## src/hdl/shfr_pkg.sv

```systemverilog
// shfr_pkg: types and constants shared by the sync header frame receiver
// parse phases, register indexes, frame descriptor and reset values
// no dependencies
`default_nettype none

package shfr_pkg;

  localparam int BYTE_W    = 8;
  localparam int LEN_W     = 7;
  localparam int IDX_OUT_W = 6;
  localparam int CFG_IDX_W = 2;

  localparam logic [LEN_W-1:0]  LIMIT_RESET       = 7'd64;
  localparam logic [BYTE_W-1:0] SYNC_FIRST_RESET  = 8'hA5;
  localparam logic [BYTE_W-1:0] SYNC_SECOND_RESET = 8'h5A;

  typedef enum logic [CFG_IDX_W-1:0] {
    REG_PAYLOAD_LIMIT = 2'd0,
    REG_SYNC_FIRST    = 2'd1,
    REG_SYNC_SECOND   = 2'd2
  } reg_idx_t;

  typedef enum logic [2:0] {
    PH_SYNC1  = 3'd0,
    PH_SYNC2  = 3'd1,
    PH_CMD    = 3'd2,
    PH_LEN_LO = 3'd3,
    PH_LEN_HI = 3'd4,
    PH_DATA   = 3'd5,
    PH_SUM    = 3'd6
  } phase_t;

  typedef struct packed {
    logic [BYTE_W-1:0] command;
    logic [LEN_W-1:0]  length;
  } desc_t;

endpackage

`default_nettype wire

```

## src/hdl/shfr_front.sv

```systemverilog
// shfr_front: configuration registers and byte parser of the frame receiver
// hunts sync bytes, checks length and checksum, writes payload, pushes frames
// depends on shfr_pkg
`default_nettype none

module shfr_front import shfr_pkg::*; #(
  parameter int MAX_PAYLOAD = 64,
  parameter int AW          = 6
) (
  input  logic                 clk,
  input  logic                 rst,
  input  logic                 cfg_valid,
  output logic                 cfg_ready,
  input  logic [CFG_IDX_W-1:0] cfg_index,
  input  logic [BYTE_W-1:0]    cfg_data,
  input  logic                 in_valid,
  output logic                 in_ready,
  input  logic [BYTE_W-1:0]    rx_byte,
  input  logic                 space_ok,
  output logic                 push,
  output desc_t                push_desc,
  output logic                 wr_en,
  output logic [AW-1:0]        wr_addr,
  output logic [BYTE_W-1:0]    wr_data
);

  localparam logic [BYTE_W-1:0] MAX_LEN = BYTE_W'(MAX_PAYLOAD);

  logic [LEN_W-1:0]  payload_limit;
  logic [BYTE_W-1:0] sync_first;
  logic [BYTE_W-1:0] sync_second;

  phase_t            phase, phase_next;
  logic [BYTE_W-1:0] held_command, held_command_next;
  logic [BYTE_W-1:0] len_lo, len_lo_next;
  logic [LEN_W-1:0]  bytes_taken, bytes_taken_next;
  logic [BYTE_W-1:0] running_sum, running_sum_next;

  logic              accept;
  logic [LEN_W-1:0]  taken_inc;

  assign cfg_ready = 1'b1;
  assign in_ready  = space_ok;
  assign accept    = in_valid && in_ready;
  assign taken_inc = bytes_taken + 7'd1;

  always_ff @(posedge clk) begin
    if (rst) begin
      payload_limit <= LIMIT_RESET;
      sync_first    <= SYNC_FIRST_RESET;
      sync_second   <= SYNC_SECOND_RESET;
    end else if (cfg_valid) begin
      case (reg_idx_t'(cfg_index))
        REG_PAYLOAD_LIMIT: payload_limit <= cfg_data[LEN_W-1:0];
        REG_SYNC_FIRST:    sync_first    <= cfg_data;
        REG_SYNC_SECOND:   sync_second   <= cfg_data;
        default: ;
      endcase
    end
  end

  always_ff @(posedge clk) begin
    if (rst) begin
      phase        <= PH_SYNC1;
      held_command <= '0;
      len_lo       <= '0;
      bytes_taken  <= '0;
      running_sum  <= '0;
    end else begin
      phase        <= phase_next;
      held_command <= held_command_next;
      len_lo       <= len_lo_next;
      bytes_taken  <= bytes_taken_next;
      running_sum  <= running_sum_next;
    end
  end

  always_comb begin
    phase_next        = phase;
    held_command_next = held_command;
    len_lo_next       = len_lo;
    bytes_taken_next  = bytes_taken;
    running_sum_next  = running_sum;
    push              = 1'b0;
    wr_en             = 1'b0;
    if (accept) begin
      case (phase)
        PH_SYNC1: begin
          if (rx_byte == sync_first) phase_next = PH_SYNC2;
        end
        PH_SYNC2: begin
          if (rx_byte == sync_second) phase_next = PH_CMD;
          else if (rx_byte == sync_first) phase_next = PH_SYNC2;
          else phase_next = PH_SYNC1;
        end
        PH_CMD: begin
          held_command_next = rx_byte;
          running_sum_next  = rx_byte;
          phase_next        = PH_LEN_LO;
        end
        PH_LEN_LO: begin
          len_lo_next      = rx_byte;
          running_sum_next = running_sum + rx_byte;
          phase_next       = PH_LEN_HI;
        end
        PH_LEN_HI: begin
          running_sum_next = running_sum + rx_byte;
          if (rx_byte != '0 || len_lo > MAX_LEN || len_lo > {1'b0, payload_limit}) begin
            phase_next        = PH_SYNC1;
            held_command_next = '0;
            len_lo_next       = '0;
            bytes_taken_next  = '0;
            running_sum_next  = '0;
          end else begin
            bytes_taken_next = '0;
            phase_next       = (len_lo == '0) ? PH_SUM : PH_DATA;
          end
        end
        PH_DATA: begin
          wr_en            = 1'b1;
          bytes_taken_next = taken_inc;
          running_sum_next = running_sum + rx_byte;
          if ({1'b0, taken_inc} >= len_lo) phase_next = PH_SUM;
        end
        PH_SUM: begin
          push              = (running_sum == rx_byte);
          phase_next        = PH_SYNC1;
          held_command_next = '0;
          len_lo_next       = '0;
          bytes_taken_next  = '0;
          running_sum_next  = '0;
        end
        default: begin
          phase_next        = PH_SYNC1;
          held_command_next = '0;
          len_lo_next       = '0;
          bytes_taken_next  = '0;
          running_sum_next  = '0;
        end
      endcase
    end
  end

  assign push_desc.command = held_command;
  assign push_desc.length  = len_lo[LEN_W-1:0];
  assign wr_addr           = bytes_taken[AW-1:0];
  assign wr_data           = rx_byte;

endmodule

`default_nettype wire

```

## src/hdl/shfr_queue.sv

```systemverilog
// shfr_queue: two-entry queue of good frame descriptors
// its pointers also name the payload bank each frame lives in
// depends on shfr_pkg
`default_nettype none

module shfr_queue import shfr_pkg::*; (
  input  logic  clk,
  input  logic  rst,
  input  logic  push,
  input  desc_t push_desc,
  input  logic  pop,
  output logic  space_ok,
  output logic  not_empty,
  output desc_t head_desc,
  output logic  wr_bank,
  output logic  rd_bank
);

  desc_t      entries [2];
  logic       wptr;
  logic       rptr;
  logic [1:0] count;

  always_ff @(posedge clk) begin
    if (push) entries[wptr] <= push_desc;
  end

  always_ff @(posedge clk) begin
    if (rst) begin
      wptr  <= 1'b0;
      rptr  <= 1'b0;
      count <= '0;
    end else begin
      if (push) wptr <= ~wptr;
      if (pop) rptr <= ~rptr;
      case ({push, pop})
        2'b10:   count <= count + 2'd1;
        2'b01:   count <= count - 2'd1;
        default: count <= count;
      endcase
    end
  end

  assign space_ok  = (count != 2'd2);
  assign not_empty = (count != 2'd0);
  assign head_desc = entries[rptr];
  assign wr_bank   = wptr;
  assign rd_bank   = rptr;

endmodule

`default_nettype wire

```

## src/hdl/shfr_back.sv

```systemverilog
// shfr_back: double-banked payload memory and result word emitter
// walks the head frame one payload byte per word into the output register
// depends on shfr_pkg
`default_nettype none

module shfr_back import shfr_pkg::*; #(
  parameter int AW = 6
) (
  input  logic                 clk,
  input  logic                 rst,
  input  logic                 wr_en,
  input  logic [AW:0]          wr_addr,
  input  logic [BYTE_W-1:0]    wr_data,
  input  logic                 not_empty,
  input  desc_t                head_desc,
  input  logic                 rd_bank,
  output logic                 pop,
  output logic                 out_valid,
  input  logic                 out_ready,
  output logic [BYTE_W-1:0]    command,
  output logic [LEN_W-1:0]     payload_length,
  output logic [BYTE_W-1:0]    payload_byte,
  output logic [IDX_OUT_W-1:0] byte_index,
  output logic                 byte_present,
  output logic                 last_of_frame
);

  logic [BYTE_W-1:0] mem [2**(AW+1)];
  logic [BYTE_W-1:0] rd_data;
  logic [AW-1:0]     idx;
  logic              advance;
  logic              empty_frame;
  logic              cur_last;

  assign advance     = not_empty && (!out_valid || out_ready);
  assign empty_frame = (head_desc.length == '0);
  assign cur_last    = empty_frame || ((LEN_W'(idx) + 7'd1) == head_desc.length);
  assign pop         = advance && cur_last;

  always_ff @(posedge clk) begin
    if (wr_en) mem[wr_addr] <= wr_data;
    if (advance) rd_data <= mem[{rd_bank, idx}];
  end

  always_ff @(posedge clk) begin
    if (rst) begin
      out_valid <= 1'b0;
      idx       <= '0;
    end else if (advance) begin
      out_valid <= 1'b1;
      idx       <= cur_last ? '0 : idx + 1'b1;
    end else if (out_ready) begin
      out_valid <= 1'b0;
    end
  end

  always_ff @(posedge clk) begin
    if (advance) begin
      command        <= head_desc.command;
      payload_length <= head_desc.length;
      byte_index     <= IDX_OUT_W'(idx);
      byte_present   <= !empty_frame;
      last_of_frame  <= cur_last;
    end
  end

  assign payload_byte = byte_present ? rd_data : '0;

endmodule

`default_nettype wire

```

## src/hdl/sync_header_frame_receiver.sv

```systemverilog
// sync_header_frame_receiver: top level of the sync header frame receiver
// ties the parser front, the descriptor queue and the emitter back together
// depends on shfr_pkg, shfr_front, shfr_queue, shfr_back
//
// Takes one received byte per cycle while in_ready is high: two sync bytes,
// a command, a 16-bit little-endian length, the payload and an additive
// checksum. A good frame shows up as one result word per payload byte (one
// empty word for a zero length), starting after its descriptor is queued,
// then one word per cycle while out_ready is high. Payload sits in memory of
// two 2**AW-byte banks, so up to two good frames may wait to drain; in_ready
// drops only while both banks hold undrained frames, and comes back as soon
// as the last word of the older frame is taken into the output register.
// The back drains while the front takes the next frame, so with out_ready
// high a byte is taken every cycle; a slow out_ready sets the pace otherwise.
// cfg_ready is always high; write configuration only while idle.
`default_nettype none

module sync_header_frame_receiver import shfr_pkg::*; #(
  parameter int MAX_PAYLOAD = 64
) (
  input  logic                 clk,
  input  logic                 rst,
  input  logic                 cfg_valid,
  output logic                 cfg_ready,
  input  logic [CFG_IDX_W-1:0] cfg_index,
  input  logic [BYTE_W-1:0]    cfg_data,
  input  logic                 in_valid,
  output logic                 in_ready,
  input  logic [BYTE_W-1:0]    rx_byte,
  output logic                 out_valid,
  input  logic                 out_ready,
  output logic [BYTE_W-1:0]    command,
  output logic [LEN_W-1:0]     payload_length,
  output logic [BYTE_W-1:0]    payload_byte,
  output logic [IDX_OUT_W-1:0] byte_index,
  output logic                 byte_present,
  output logic                 last_of_frame
);

  localparam int AW = (MAX_PAYLOAD > 1) ? $clog2(MAX_PAYLOAD) : 1;

  logic              space_ok;
  logic              push;
  desc_t             push_desc;
  logic              wr_en;
  logic [AW-1:0]     wr_offset;
  logic [BYTE_W-1:0] wr_data;
  logic              pop;
  logic              not_empty;
  desc_t             head_desc;
  logic              wr_bank;
  logic              rd_bank;

  shfr_front #(
    .MAX_PAYLOAD(MAX_PAYLOAD),
    .AW         (AW)
  ) u_front (
    .clk      (clk),
    .rst      (rst),
    .cfg_valid(cfg_valid),
    .cfg_ready(cfg_ready),
    .cfg_index(cfg_index),
    .cfg_data (cfg_data),
    .in_valid (in_valid),
    .in_ready (in_ready),
    .rx_byte  (rx_byte),
    .space_ok (space_ok),
    .push     (push),
    .push_desc(push_desc),
    .wr_en    (wr_en),
    .wr_addr  (wr_offset),
    .wr_data  (wr_data)
  );

  shfr_queue u_queue (
    .clk      (clk),
    .rst      (rst),
    .push     (push),
    .push_desc(push_desc),
    .pop      (pop),
    .space_ok (space_ok),
    .not_empty(not_empty),
    .head_desc(head_desc),
    .wr_bank  (wr_bank),
    .rd_bank  (rd_bank)
  );

  shfr_back #(
    .AW(AW)
  ) u_back (
    .clk           (clk),
    .rst           (rst),
    .wr_en         (wr_en),
    .wr_addr       ({wr_bank, wr_offset}),
    .wr_data       (wr_data),
    .not_empty     (not_empty),
    .head_desc     (head_desc),
    .rd_bank       (rd_bank),
    .pop           (pop),
    .out_valid     (out_valid),
    .out_ready     (out_ready),
    .command       (command),
    .payload_length(payload_length),
    .payload_byte  (payload_byte),
    .byte_index    (byte_index),
    .byte_present  (byte_present),
    .last_of_frame (last_of_frame)
  );

endmodule

`default_nettype wire
```

## config.mk

```make
export PLATFORM = sky130hd
export DESIGN_NAME = sync_header_frame_receiver
export DESIGN_NICKNAME = d
export VERILOG_FILES = /design/src/hdl/shfr_pkg.sv /design/src/hdl/shfr_front.sv /design/src/hdl/shfr_queue.sv /design/src/hdl/shfr_back.sv /design/src/hdl/sync_header_frame_receiver.sv
export SDC_FILE = /design/constraint.sdc
export NUM_CORES = 1
export LEC_CHECK = 0
export BUFFER_PORTS_ARGS = -buffer_cell sky130_fd_sc_hd__buf_2
export CAP_MARGIN = 20
export CORE_ASPECT_RATIO = 0.5
export CORE_MARGIN = 5
export CORE_UTILIZATION = 50
export CTS_CLUSTER_SIZE = 24
export DETAILED_ROUTE_END_ITERATION = 12
export PLACE_DENSITY = 0.66
export SETUP_SLACK_MARGIN = 0.1
export SLEW_MARGIN = 20
export SYNTH_ARGS = -nofsm -noshare
export SYNTH_HDL_FRONTEND = slang
export SYNTH_SLANG_ARGS = --single-unit
```

## constraint.sdc

```tcl
create_clock -name clk -period 3.4 [get_ports clk]
set_input_delay 0.68 -clock clk [delete_from_list [all_inputs] [get_ports clk]]
set_output_delay 0.68 -clock clk [all_outputs]
set_load 0.05 [all_outputs]
```

# Word level (Yosys, flattened, before mapping)
# Memories as Yosys holds them, arrays and structs flattened. A register that Yosys moved wholly into a read port is not among the register bits.
# Index checks and enable logic that the tools add are counted.
# W data, S select, Z words.
[classes]
addsub = 6
n_lt_le_gt_ge = 3
eq_ne = 18
n_mux = 28
bitwise = 6
n_reduce_logical = 30
[op_table]
columns = ["op", "n"]
rows = [
  ["$pmux W8 S3", 2],
  ["$pmux W8 S4", 1],
  ["$eq A8 B8 Y1", 3],
  ["$mux W8", 3],
  ["$pmux W3 S6", 1],
  ["$pmux W7 S2", 1],
  ["$mux W1", 13],
  ["$mux W3", 4],
  ["$reduce_or A4 Y1", 3],
  ["$reduce_and A2 Y1", 5],
  ["$eq A3 B3 Y1 const B", 3],
  ["$reduce_and A3 Y1", 3],
  ["$add A8 B8 Y8", 1],
  ["$ge A7 B8 Y1", 1],
  ["$gt A8 B7 Y1", 1],
  ["$gt A8 B7 Y1 const B", 1],
  ["$logic_not A8 Y1", 1],
  ["$reduce_bool A8 Y1", 1],
  ["$add A6 B1 Y7 const B", 1],
  ["$add A7 B1 Y7 const B", 1],
  ["$eq A7 B7 Y1", 1],
  ["$logic_not A7 Y1", 1],
  ["$add A6 B1 Y6 const B", 1],
  ["$eq A3 B2 Y1 const B", 2],
  ["other kinds (18)", 36],
]
[totals]
ff_bits = 91
mem_bits_rw = 1054
input_bits = 23
out_inout_bits = 34
n_memories = 2
[mem_list]
columns = ["name", "words", "word_bits", "read_ports", "rd_clocked_by_memory_dff", "wr", "line", "text"]
rows = [
  ["u_back.mem", 128, 8, 1, 1, 1, "shfr_back.sv:28", "logic [BYTE_W-1:0] mem [2**(AW+1)];"],
  ["u_queue.entries", 2, 15, 1, 1, 1, "shfr_queue.sv:19", "desc_t entries [2];"],
]

# Logic depth before layout (Yosys ltp)
[depth]
word_depth = 6
depth_mapped = 12
depth_no_buf = 11

# Modules after synthesis
# Synthesis repeated with hierarchy kept, for this count alone.
[hier_totals]
cells_unflattened = 2232
area_unflattened_um2 = 45808.9
[modules_own_cells]
columns = ["mod", "instances", "cells_per_inst", "area_each_um2"]
rows = [
  ["shfr_back", 1, 1735, 40983.1],
  ["shfr_front", 1, 428, 3540.9],
  ["shfr_queue", 1, 69, 1285.0],
]

# Worst setup path after synthesis
# No wires, ideal clock.
[synth_timing]
path_kind = "in2reg"
start = "input port rx_byte[5]"
end = "memory u_queue.entries[0][0] (netlist name) (enable)"
setup_ps = 386
arrival_time_ps = 2522
path_slack_ps = 492
cell_stages = 5
n_path_buf = 0
path_cell_list = "ha_1 -> or4_1 -> nor3_1 -> inv_1 -> nor2_1"
[synth_via]
elab_chain_cells = 5
[synth_rtl]
columns = ["item", "line", "text"]
rows = [
  ["start, declared", "sync_header_frame_receiver.sv:29", "input logic [BYTE_W-1:0] rx_byte,"],
  ["$eq A8 B8 Y1", "shfr_front.sv:126", "push = (running_sum == rx_byte);"],
  ["$mux W1", "shfr_front.sv:87", "case (phase)"],
  ["$mux W1", "shfr_front.sv:86", "if (accept) begin"],
  ["$mux W1", "shfr_queue.sv:25", "if (push) entries[wptr] <= push_desc;"],
  ["$mux W1 (not written as such)", "shfr_queue.sv:25", ""],
  ["end, declared", "shfr_queue.sv:19", ""],
]
# No other way between the ends.

==> metrics.md <==
| Metric | Value |
|---|---|
| Initial antenna violation count | 3 |
| Total Power | 27.6 mW |
| Setup Crit Path Kind | flip-flop to flip-flop |
| Setup TNS | 0 ns |
| Met3 WL | 9110 microns |
| Clock-pin slew on the worst setup and hold paths | 0.06 ns |
| Fmax | 319 MHz |
| Clock Sink Count | 1154 |
| Die X-Extent | 437 microns |
| Maximum root-to-sink buffer count | 3 |
| Required @ worst endpoint | 3.83 ns |
| Share of total power in the clock network | 42.4% |
| IO buf count | 55 |
| Register area share after synthesis | 74.4% |
| Number of global-route vias before repair | 24000 |
| Row count | 78 |
| Leak | 16.7 nW |
| FFs w/ async S/R, synth | 0% |
| Final HPWL DP | 68700 microns |
| Total CTS buffers | 101 |
| Yosys cell types | 69 |
| CTS Root Cell | clkbuf_16 |
| DRT met1 WL | 46800 microns |
| RSZ-0062 raised after global routing | no |
| WL per Instance | 27.9 microns |
| Hold Path Class | primary input to flip-flop |
| First-pass GRT wire length | 162000 microns |
| Top-Level Pins | 57 |
| Internal cell power | 22.2 mW |
| Worst Setup End Kind | flip-flop |
| TritonRoute pass-1 iters | 5 |
| Top Layer Used | met4 |
| Die ar. | 0.0978 sq mm |
| Post-cts resize count | 0 |
| Skew final | 0.0239 ns |
| Final wirelength | 110000 microns |
| Grt total ovfl | 0 |
| Largest net degree at the start of global routing | 135 |
| Sw Pwr | 5.42 mW |
| Initial Util | 50.4% |
| GP Congestion | 0.851 |
| Sw Ratio | 19.6% |
| Logic pwr share | 1.3% |
| All-layer global routing usage | 22.5% |
| TritonCTS clock tree | done |
| Crit-path max FO | 42 |
| Layout net count | 2695 |
| CP peak stage delay | 0.66 ns |
| Starting DRT DRC Count | 2684 |
| Vias | 23900 |
| Layout cell share with drive strength beyond 1 | 26.6% |
| CP startpoint kind | flip-flop |
| Htree depth | 3 |
| PD cells | 531 mW/mm^2 |
| Post-CTS Hold Buffers | 0 |
| Ys flop type | edfxtp_1 |
| Post-synthesis net count | 2451 |
| DRT antenna net count | 0 |
| Slew Limit Fails | 0 |
| Count of final setup violators | 0 |
| Status | complete, no violations |
| Slowest stage cell, crit path | dfxtp_4 |
| Cells after Synth | 2403 |
| Number of enable flip-flop cells after synthesis | 1085 |
| DR vias/cell | 6.08 |
| Routed wl met2 | 50600 microns |
| Post-CTS setup buffer count | 0 |
| Max-slew headroom | 30.0% |
| Tcrit/Tclk final | 92.3% |
| Core area | 0.0906 sq mm |
| Worst-Skew Late Latency | 0.70 ns |
| Seq cells post-synth | 1154 |
| Util after Layout | 57.4% |
| Crit path arrival time | 3.57 ns |
| CP Cell Sequence | buf_12, buf_12, buf_4, mux4_2, a22oi_1, nand2_1, a21oi_1, buf_4, nand3_1 |
| Final hold vios | 0 |
| Syn Std Cell Area | 0.0457 sq mm |
| Synth warnings | 0 |
| Area Overhead vs Synth | 13.8% |
| Fin crit period | 3.14 ns |
| Die Ht | 224 microns |
| Syn Area/Cell | 19.0 sq um |
| Max cap viols | 0 |
| DRC | 0 |
| VDD IR max | 422 uV |
| Setup slack at placement | 0.313 ns |
| Sequential fraction of design power | 56.2% |
| Setup ws final | 0.262 ns |
| Tightest Pin Transition | 1.05 ns |
layout by cell type, fill, tap and decap left out, types with 8 or more instances in the layout:
| cell | count |
|---|---|
| o221ai_1 | 8 |
| nor2b_1 | 12 |
| xnor2_1 | 12 |
| mux2_2 | 43 |
| a22oi_1 | 64 |
| ha_1 | 24 |
| and2_1 | 15 |
| bufinv_16 | 13 |
| nand2_1 | 98 |
| buf_4 | 208 |
| dfxtp_1 | 65 |
| buf_2 | 47 |
| o22ai_1 | 32 |
| clkinv_1 | 20 |
| a21oi_1 | 54 |
| mux2i_1 | 49 |
| nand3_1 | 25 |
| clkbuf_1 | 19 |
| o21ai_0 | 17 |
| o22a_1 | 8 |
| inv_1 | 23 |
| a221oi_1 | 9 |
| nor4_1 | 19 |
| nand2b_1 | 9 |
| xor2_1 | 28 |
| a211oi_1 | 8 |
| o211ai_1 | 8 |
| nor3_1 | 22 |
| buf_12 | 16 |
| clkbuf_16 | 104 |
| mux4_2 | 243 |
| nor2_1 | 209 |
| clkinv_2 | 23 |
| edfxtp_1 | 1085 |
per-stage QoR:
step	cells	cell area (sq um)	hold WS [ns]
after global routing	3930	52000	0.242
after global placement	3744	48600	0.435
final	3930	52000	0.260
after CTS	3929	52000	0.208
after detailed placement	3744	48600	0.438
after floorplan	2403	45700	0.406
cells in the mapped netlist, types with 6 or more instances:
cell	n	area [sq um]
nor3_1	22	110
inv_1	23	86.3
nor2_1	210	788
dfxtp_1	69	1380
a211oi_1	8	60.1
nor2b_1	14	87.6
a21o_1	6	45.0
o22ai_1	32	200
buf_1	8	30.0
mux4_2	243	5470
a221oi_1	9	78.8
buf_6	9	101
buf_2	39	195
a21oi_1	54	270
and2_1	15	93.8
nand2b_1	9	56.3
mux2_2	43	484
buf_4	13	97.6
a22oi_1	64	480
xor2_1	28	245
ha_1	24	300
o221ai_1	8	70.1
o211ai_1	8	60.1
mux2i_1	49	490
nand3_1	25	125
edfxtp_1	1085	32600
clkbuf_1	58	218
nand2_1	98	368
and3_1	7	43.8
o22a_1	8	70.1
nor4_1	19	119
nand3b_1	6	45.0
xnor2_1	12	105
o21ai_0	17	85.1
sequential cells by signal (all words and copies together) (netlist names), 2 cells and up, named ones only:
register,cells
u_back.rd_data,8
u_back.idx,6
u_front.payload_limit,7
u_back.payload_length,7
u_front.running_sum,8
u_queue.entries,30
u_back.command,8
u_front.sync_first,8
u_back.byte_index,6
u_queue.count,2
u_front.sync_second,8
u_front.phase,3
u_front.held_command,8
u_front.len_lo,8
u_back.mem,1024
u_front.bytes_taken,7
layer usage:
layer	vias up	global-route usage [%]
met3	180	4.94
met4	0	6.32
met2	1033	34.4
met5	-	0
met1	12500	33.2
li1	10200	-
cell type report:
| type | instances | area (sq um) |
|---|---|---|
| tap | 1200 | 1500 |
| antenna | 1 | 2.50 |
| multi-input combinational | 1095 | 11000 |
| fill | 6754 | 38600 |
| clock inverter | 62 | 661 |
| inverter | 24 | 90.1 |
| timing repair buffer | 271 | 2120 |
| sequential | 1154 | 34000 |
| clock buffer | 123 | 2670 |
kinds of logic (layout without fill, tap and decap cells):
kind of cell,count (synthesis),count (layout),share of synthesized area [%]
XOR/XNOR,40,40,0.767
buffers and inverters,154,480,1.66
other,1,2,0.00821
adder cells (fa/ha/maj),25,25,0.701
AND/OR/NAND/NOR,453,453,4.51
AO/OA/AOI/OAI,235,235,3.53
flip-flops,1154,1154,74.4
multiplexers,341,341,14.5
path summary, 6_finish.rpt:
kind	start	to	slack [ns]	cells after the start
setup / recovery	u_back.idx[2]	u_back.rd_data[5]	0.26	9
hold / removal	cfg_data[1]	u_front.sync_second[1]	0.26	3
setup reg to reg	u_back.idx[2]	u_back.rd_data[5]	0.26	9
hold reg to reg	u_front.held_command[5]	u_queue.entries[0][12]	0.45	0
power by group through the flow:
stage	sequential [mW]	clock [mW]	combinational (mW)
global placement	15.8	0	0.352
floorplan	15.8	0	0.0733
finish	15.5	11.7	0.365
CTS	15.5	11.9	0.367
global route	15.5	12.5	0.392
detailed placement	15.8	0	0.368
worst max-delay path: cells and delay by family, from the launching register on:
kind,cells,cell delay [ns]
AOI/OAI and AO/OA,2,0.63
buffers and inverters,4,0.99
DFF,1,0.66
muxes,1,0.34
and+or+nand+nor,2,0.21
Power figures use the tool's default switching activity.
